**src/lprt_pkg.sv**
```systemverilog
// ============================================================================
// lprt_pkg: shared types and constants of the longest prefix route table
// Holds the item structs, the token that walks the cell row, the write
// broadcast and the status and command codes.
// ============================================================================
`default_nettype none

package lprt_pkg;

  localparam int ROUTE_ENTRIES_DEF = 16;

  localparam logic CMD_ADD    = 1'b0;
  localparam logic CMD_LOOKUP = 1'b1;

  localparam logic [2:0] ST_ADDED    = 3'd0;
  localparam logic [2:0] ST_REPLACED = 3'd1;
  localparam logic [2:0] ST_FULL     = 3'd2;
  localparam logic [2:0] ST_HIT      = 3'd3;
  localparam logic [2:0] ST_MISS     = 3'd4;

  typedef struct packed {
    logic        command;
    logic [31:0] address;
    logic [31:0] subnet_mask;
    logic [31:0] gateway_address;
    logic [3:0]  gateway_port;
    logic        direct_route;
  } in_item_t;

  typedef struct packed {
    logic [2:0]  status;
    logic [31:0] match_gateway;
    logic [3:0]  match_port;
    logic        match_direct;
    logic [31:0] match_mask;
  } out_item_t;

  // Token handed from cell to cell. On an add the route fields carry the
  // new route; on a lookup they carry the best route found so far.
  typedef struct packed {
    logic        valid;
    logic        command;
    logic [31:0] address;
    logic [31:0] mask;
    logic [31:0] gateway;
    logic [3:0]  port;
    logic        direct;
    logic        same_hit;
    logic        free_hit;
    logic        found;
  } tok_t;

  // Write broadcast to every cell at the end of an add.
  typedef struct packed {
    logic        en;
    logic        replace;
    logic [31:0] key;
    logic [31:0] mask;
    logic [31:0] gateway;
    logic [3:0]  port;
    logic        direct;
  } wr_t;

  function automatic logic [31:0] byte_rev(input logic [31:0] v);
    byte_rev = {v[7:0], v[15:8], v[23:16], v[31:24]};
  endfunction

endpackage

`default_nettype wire

```
**src/lprt_cell.sv**
```systemverilog
// ============================================================================
// lprt_cell: one route slot of the table
// Holds one entry, updates the passing token and registers it for the next
// cell. Marks itself as the equal-key or first free slot for a later write.
// ============================================================================
`default_nettype none

module lprt_cell (
  input  wire logic          clk,
  input  wire logic          rst_n,
  input  wire lprt_pkg::tok_t tok_in,
  output lprt_pkg::tok_t     tok_out,
  input  wire lprt_pkg::wr_t wr
);
  import lprt_pkg::*;

  logic        valid_r;
  logic [31:0] key_r;
  logic [31:0] mask_r;
  logic [31:0] gateway_r;
  logic [3:0]  port_r;
  logic        direct_r;
  logic        same_mark_r, same_mark_nxt;
  logic        free_mark_r, free_mark_nxt;
  tok_t        tok_r, tok_nxt;
  logic        key_eq;
  logic        prefix_eq;
  logic        better;
  logic        wr_sel;

  assign key_eq    = (key_r == tok_in.address);
  assign prefix_eq = ((tok_in.address & mask_r) == (key_r & mask_r));
  assign better    = (byte_rev(mask_r) > byte_rev(tok_in.mask));

  always_comb begin
    tok_nxt       = tok_in;
    same_mark_nxt = same_mark_r;
    free_mark_nxt = free_mark_r;
    if (tok_in.valid) begin
      same_mark_nxt = valid_r && key_eq && !tok_in.same_hit;
      free_mark_nxt = !valid_r && !tok_in.free_hit;
      if (tok_in.command == CMD_ADD) begin
        if (valid_r && key_eq) begin
          tok_nxt.same_hit = 1'b1;
        end
        if (!valid_r) begin
          tok_nxt.free_hit = 1'b1;
        end
      end else begin
        // A zero mask ranks zero and so never beats the empty start.
        if (valid_r && prefix_eq && better) begin
          tok_nxt.mask    = mask_r;
          tok_nxt.gateway = gateway_r;
          tok_nxt.port    = port_r;
          tok_nxt.direct  = direct_r;
          tok_nxt.found   = 1'b1;
        end
      end
    end
  end

  assign wr_sel = wr.en && ((wr.replace && same_mark_r) || (!wr.replace && free_mark_r));

  always_ff @(posedge clk) begin
    if (!rst_n) begin
      valid_r     <= 1'b0;
      same_mark_r <= 1'b0;
      free_mark_r <= 1'b0;
      tok_r.valid <= 1'b0;
    end else begin
      same_mark_r <= same_mark_nxt;
      free_mark_r <= free_mark_nxt;
      tok_r       <= tok_nxt;
      if (wr_sel) begin
        valid_r <= 1'b1;
      end
    end
  end

  always_ff @(posedge clk) begin
    if (wr_sel) begin
      key_r     <= wr.key;
      mask_r    <= wr.mask;
      gateway_r <= wr.gateway;
      port_r    <= wr.port;
      direct_r  <= wr.direct;
    end
  end

  assign tok_out = tok_r;

endmodule

`default_nettype wire

```
**src/longest_prefix_route_table_core.sv**
```systemverilog
// ============================================================================
// longest_prefix_route_table_core: IPv4 longest prefix match route table
// An accepted item passes as a token through head_r and then the row of
// route cells; its result is registered as it leaves the last cell. A new
// item is taken only after the last one has left the row (busy is low).
// Reset: synchronous, active low; clears every slot's valid bit at once.
// The receiver cannot stall: each result is shown for one cycle only.
// ============================================================================
`default_nettype none

module longest_prefix_route_table_core #(
  parameter int ROUTE_ENTRIES = lprt_pkg::ROUTE_ENTRIES_DEF
) (
  input  wire logic                clk,
  input  wire logic                rst_n,
  input  wire logic                start,
  output logic                     busy,
  input  wire lprt_pkg::in_item_t  in_item,
  output logic                     out_valid,
  output lprt_pkg::out_item_t      out_item
);
  import lprt_pkg::*;

  // The table is a row of cells, one per slot. An accepted item becomes a
  // token in head_r and moves one cell per cycle. Each cell updates the
  // token: an add collects whether an equal key or a free slot was seen,
  // and each cell remembers whether it is that slot. A lookup keeps the
  // best matching route, ranked by the byte-reversed mask, and since only
  // a strictly better rank replaces it, ties stay with the lowest slot.

  tok_t      head_r, head_nxt;
  tok_t      chain [ROUTE_ENTRIES+1];
  tok_t      last;
  wr_t       wr;
  logic      busy_r, busy_nxt;
  logic      out_valid_r;
  out_item_t out_item_r, out_item_nxt;
  logic      accept;

  assign accept = start && !busy_r;

  always_comb begin
    head_nxt          = head_r;
    head_nxt.valid    = 1'b0;
    if (accept) begin
      head_nxt.valid    = 1'b1;
      head_nxt.command  = in_item.command;
      head_nxt.address  = in_item.address;
      head_nxt.same_hit = 1'b0;
      head_nxt.free_hit = 1'b0;
      head_nxt.found    = 1'b0;
      // A lookup starts with an empty best route, which is also what a
      // miss reports.
      if (in_item.command == CMD_ADD) begin
        head_nxt.mask    = in_item.subnet_mask;
        head_nxt.gateway = in_item.gateway_address;
        head_nxt.port    = in_item.gateway_port;
        head_nxt.direct  = in_item.direct_route;
      end else begin
        head_nxt.mask    = '0;
        head_nxt.gateway = '0;
        head_nxt.port    = '0;
        head_nxt.direct  = 1'b0;
      end
    end
  end

  assign chain[0] = head_r;

  for (genvar gi = 0; gi < ROUTE_ENTRIES; gi++) begin : g_cell
    lprt_cell u_cell (
      .clk     (clk),
      .rst_n   (rst_n),
      .tok_in  (chain[gi]),
      .tok_out (chain[gi+1]),
      .wr      (wr)
    );
  end

  assign last = chain[ROUTE_ENTRIES];

  // When the token leaves the last cell the answer is settled: the result
  // is registered, and an add that found a slot is written into it in the
  // same edge. An equal key wins over a free slot.
  always_comb begin
    wr            = '0;
    wr.key        = last.address;
    wr.mask       = last.mask;
    wr.gateway    = last.gateway;
    wr.port       = last.port;
    wr.direct     = last.direct;
    out_item_nxt  = '0;
    if (last.command == CMD_ADD) begin
      if (last.same_hit) begin
        out_item_nxt.status = ST_REPLACED;
        wr.en               = last.valid;
        wr.replace          = 1'b1;
      end else if (last.free_hit) begin
        out_item_nxt.status = ST_ADDED;
        wr.en               = last.valid;
      end else begin
        out_item_nxt.status = ST_FULL;
      end
    end else begin
      out_item_nxt.status        = last.found ? ST_HIT : ST_MISS;
      out_item_nxt.match_gateway = last.gateway;
      out_item_nxt.match_port    = last.port;
      out_item_nxt.match_direct  = last.direct;
      out_item_nxt.match_mask    = last.mask;
    end
  end

  always_comb begin
    busy_nxt = busy_r;
    if (accept) begin
      busy_nxt = 1'b1;
    end else if (last.valid) begin
      busy_nxt = 1'b0;
    end
  end

  always_ff @(posedge clk) begin
    if (!rst_n) begin
      head_r.valid <= 1'b0;
      busy_r       <= 1'b0;
      out_valid_r  <= 1'b0;
    end else begin
      head_r      <= head_nxt;
      busy_r      <= busy_nxt;
      out_valid_r <= last.valid;
    end
  end

  always_ff @(posedge clk) begin
    if (last.valid) begin
      out_item_r <= out_item_nxt;
    end
  end

  assign busy      = busy_r;
  assign out_valid = out_valid_r;
  assign out_item  = out_item_r;

endmodule

`default_nettype wire

```
**config.mk**
```make
export PLATFORM = sky130hd
export DESIGN_NAME = longest_prefix_route_table_core
export DESIGN_NICKNAME = d
export VERILOG_FILES = /design/src/lprt_pkg.sv /design/src/lprt_cell.sv /design/src/longest_prefix_route_table_core.sv
export SDC_FILE = /design/constraint.sdc
export NUM_CORES = 2
export LEC_CHECK = 0
export CAP_MARGIN = 20
export CORE_MARGIN = 5
export CORE_UTILIZATION = 38
export DETAILED_ROUTE_END_ITERATION = 8
export DONT_BUFFER_PORTS = 1
export PLACE_DENSITY_LB_ADDON = 0.2
export SYNTH_ARGS = -nofsm -noshare
export SYNTH_HDL_FRONTEND = slang
export SYNTH_SLANG_ARGS = --single-unit
export TNS_END_PERCENT = 1
```
**constraint.sdc**
```tcl
create_clock -name clk -period 15.4 [get_ports clk]
set_input_delay 1.54 -clock clk [delete_from_list [all_inputs] [get_ports clk]]
set_output_delay 1.54 -clock clk [all_outputs]
set_load 0.03 [all_outputs]
```
==> run_results.csv <==
group,metric,value,unit
drt,drtIter0Drc,10020,
layout,utilization,43.43,%
timing,tightest_slew,1226,ps
synthesis,netlist_area,0.1423,mm2
drt,vias,76020,
drt,drt_pre_antenna_iters,6,
floorplanning,die-area,0.3869,mm2
timing,fmax,217.4,MHz
clock_tree,numCtsBuffers,379,
synthesis,synth-edff-count,3470,
floorplanning,rows,224,
synthesis,synth_top_area_share,73.20,%
setup_path,reg2reg_depth,8,
setup_path,endpoint_kind,"register",
clock_tree,path_clk_slew,60,ps
global_route,gr-usage-all-layers,22.83,%
setup_path,crit_arrival,5170,ps
global_route,overflow,0,
timing,rsz0062_at_grt,"no",
layout,final_common_cell,"edfxtp_1",
floorplanning,start_util,38.19,%
pwr,peakVddDrop,0.1091,mV
global_route,grt_pass1_vias,74000,
drt,drc,0,
floorplanning,design.core.area,0.3728,mm2
setup_path,path_max_fanout,73,
setup_path,crit_family,"buffers and inverters",
synthesis,ys_ff_latch,3537,
clock_tree,clk_latency,950,ps
placed_design,placed_cell_area,0.1496,mm2
clock_tree,numClockSinks,3537,
layout,syn2layout_area_growth,13.73,%
clock_tree,ctsLongestPathBuffers,4,
clock_tree,cts_resized,0,
setup_path,cpMaxStageDelayCell,"a21oi_4",
global_route,grt_pass1_wl,616.0,mm
pwr,p_leak,0.05683,uW
drt,wl_per_cell,33.10,um
synthesis,synth_nets,8640,
layout,drive_above_1_share,21.12,%
hold_path,hp-class,"reg2reg",
drt,vias_per_cell,5.522,
pwr,power.total,20920,uW
floorplanning,pin_count,179,
clock_tree,h-tree-depth,5,
setup_path,rrSetupSlack,10800,ps
clock_tree,post-cts-setup-buffer-count,0,
setup_path,critical_path_buf_inv_count,5,
synthesis,synth_ff_type,"edfxtp_1",
global_route,grt_max_degree,184,
setup_path,path_depth,8,
clock_tree,cts_root_buffer,"clkbuf_16",
setup_path,endpoint,"g_cell[4].u_cell.gateway_r[30]",
placed_design,place_congestion,0.9308,
setup_path,worst_ep_required_time,15970,ps
setup_path,timing.rr.start,"g_cell[15].u_cell.tok_out[104]",
layout,final_cell_mix,"edfxtp_1, mux2_2, inv_1",
timing,fin_crit,4600,ps
synthesis,synth.largest_area_cell,"edfxtp_1",
timing,timing.final.crit_share,29.87,%
timing,slew_headroom,18.29,%
layout,fin_nets,9038,
timing,finalSetupViolations,0,
placed_design,io_buffers,0,
timing,fin_tns_setup,0,ps
setup_path,critPathKind,"reg2reg",
timing,finalHoldViolCount,0,
drt,wl,455.7,mm
placed_design,dp_hpwl,303.5,mm
timing,fin_skew,97.62,ps
setup_path,slowest_delay,820,ps
floorplanning,die_x,622.0,um
run_status,outcome,"completed",
clock_tree,cts_tree,"yes",
timing,timing.hold.ws,450.4,ps
global_route,antenna_found_initial,68,
flow_run,drv_cap,0,
clock_tree,cts-hold-fix-buffers,0,
synthesis,yosys_warnings,0,
setup_path,startpoint_type,"register",
setup_path,crit_path_frequent_cell,"buf_4",
synthesis,synthTopCellsByArea,"edfxtp_1, mux2_2, ha_1, xor2_1, inv_1",
layout,design_area,0.1619,mm2
synthesis,seq_area_frac_synth,74.14,%
synthesis,syn_inst,8023,
pwr,power_density,129.2,mW/mm2
setup_path,crit_chain,"buf_4 -> inv_1 -> nand2_1 -> buf_4 -> nand2_1 -> a21oi_4 -> buf_4 -> buf_4",
floorplanning,die_h,622.0,um
setup_path,crit_start,"g_cell[15].u_cell.tok_out[104]",
setup_path,r2r-end,"g_cell[4].u_cell.gateway_r[30]",
synthesis,yosysUniqueCellTypes,64,
synthesis,synth-async-reset-ratio,0,%
timing,slew_violations,0,
drt,postRouteAntennaNets,0,
synthesis,syn_area_per_cell,17.74,um2
-- cell usage after synthesis (18+ instances only) --
cell type / number
nor3_1: 39
xor2_1: 512
nand2b_1: 35
nor2_1: 55
a21oi_1: 204
clkbuf_1: 28
or3_1: 23
nor2b_1: 104
edfxtp_1: 3470
nand2_1: 128
a21boi_0: 18
and3_1: 18
dfxtp_1: 67
nand3_1: 76
o21ai_0: 46
buf_2: 105
mux2_2: 1087
a211oi_1: 18
a22oi_1: 169
inv_1: 544
and4_1: 30
and2_1: 87
a31o_2: 28
nand4_1: 154
a221oi_1: 49
a22o_1: 28
a21o_1: 70
ha_1: 512
nor4_1: 125
-- worst min-delay path by stage --
| stage | cells after the start | startpoint | to | slack, ps |
|---|---|---|---|---|
| after global placement | 0 | g_cell[15].u_cell.tok_out[58] | g_cell[15].u_cell.mask_r[18] | 430 |
| final | 0 | g_cell[11].u_cell.tok_out[77] | g_cell[12].u_cell.tok_out[77] | 450 |
| after global routing | 0 | g_cell[15].u_cell.tok_out[58] | g_cell[15].u_cell.mask_r[18] | 460 |
| after detailed placement | 0 | g_cell[15].u_cell.tok_out[58] | g_cell[15].u_cell.mask_r[18] | 440 |
| after CTS | 0 | g_cell[15].u_cell.tok_out[58] | g_cell[15].u_cell.mask_r[18] | 450 |
| after floorplan | 0 | g_cell[7].u_cell.tok_out[104] | g_cell[8].u_cell.tok_out[104] | 440 |
-- cell type report --
type	instances	area, um2
well taps	4972	6221
inverters	544	2042
fillers	32720	210900
diodes	59	147.6
clock inverters	209	1963
clock buffers	487	10170
repair buffers	157	1334
multi-input cells	3802	34470
flip-flops and latches	3537	105500
-- report_power, final --
part | internal, uW | switching [uW] | leakage (uW)
sequential | 10900 | 232 | 0.0331
clock | 5220 | 3810 | 0.00591
combinational | 247 | 543 | 0.0178
total | 16300 | 4580 | 0.0568
-- stage by stage --
stage / setup WS (ps) / std cells
final: 10800 / 13770
after global placement: 10290 / 13010
after CTS: 10820 / 13710
after global routing: 10540 / 13720
after detailed placement: 10250 / 13010
after floorplan: 7103 / 8023
-- kinds of logic (layout without fill, tap and decap cells) --
family	Yosys count	after routing	synth area share, %
multiplexers	1121	1121	8.880
XOR/XNOR	512	512	3.150
flip-flops	3537	3537	74.14
AND/OR/NAND/NOR	910	910	3.690
other	0	59	0
buffers and inverters	684	1397	1.940
AO/OA/AOI/OAI	747	747	3.695
adder cells (fa/ha/maj)	512	512	4.500
-- state kept, by name, summed over array words and instances, names as in the netlist, 64 cells and up --
signal                   cells
chain                      103
g_cell.u_cell.gateway_r    512
g_cell.u_cell.key_r        512
g_cell.u_cell.mask_r       512
g_cell.u_cell.port_r        64
g_cell.u_cell.tok_out     1696
out_item                    72
-- metal layers --
layer  vias to the layer above  share of wire [%]  GRT usage [%]
met4                         4                4.4          9.636
met2                      3840                 47          36.33
met5                         -             0.0042              0
met1                     39260                 41          31.36
li1                      32080                  -              -
met3                       835                7.9          3.446
Power figures use the tool's default switching activity.
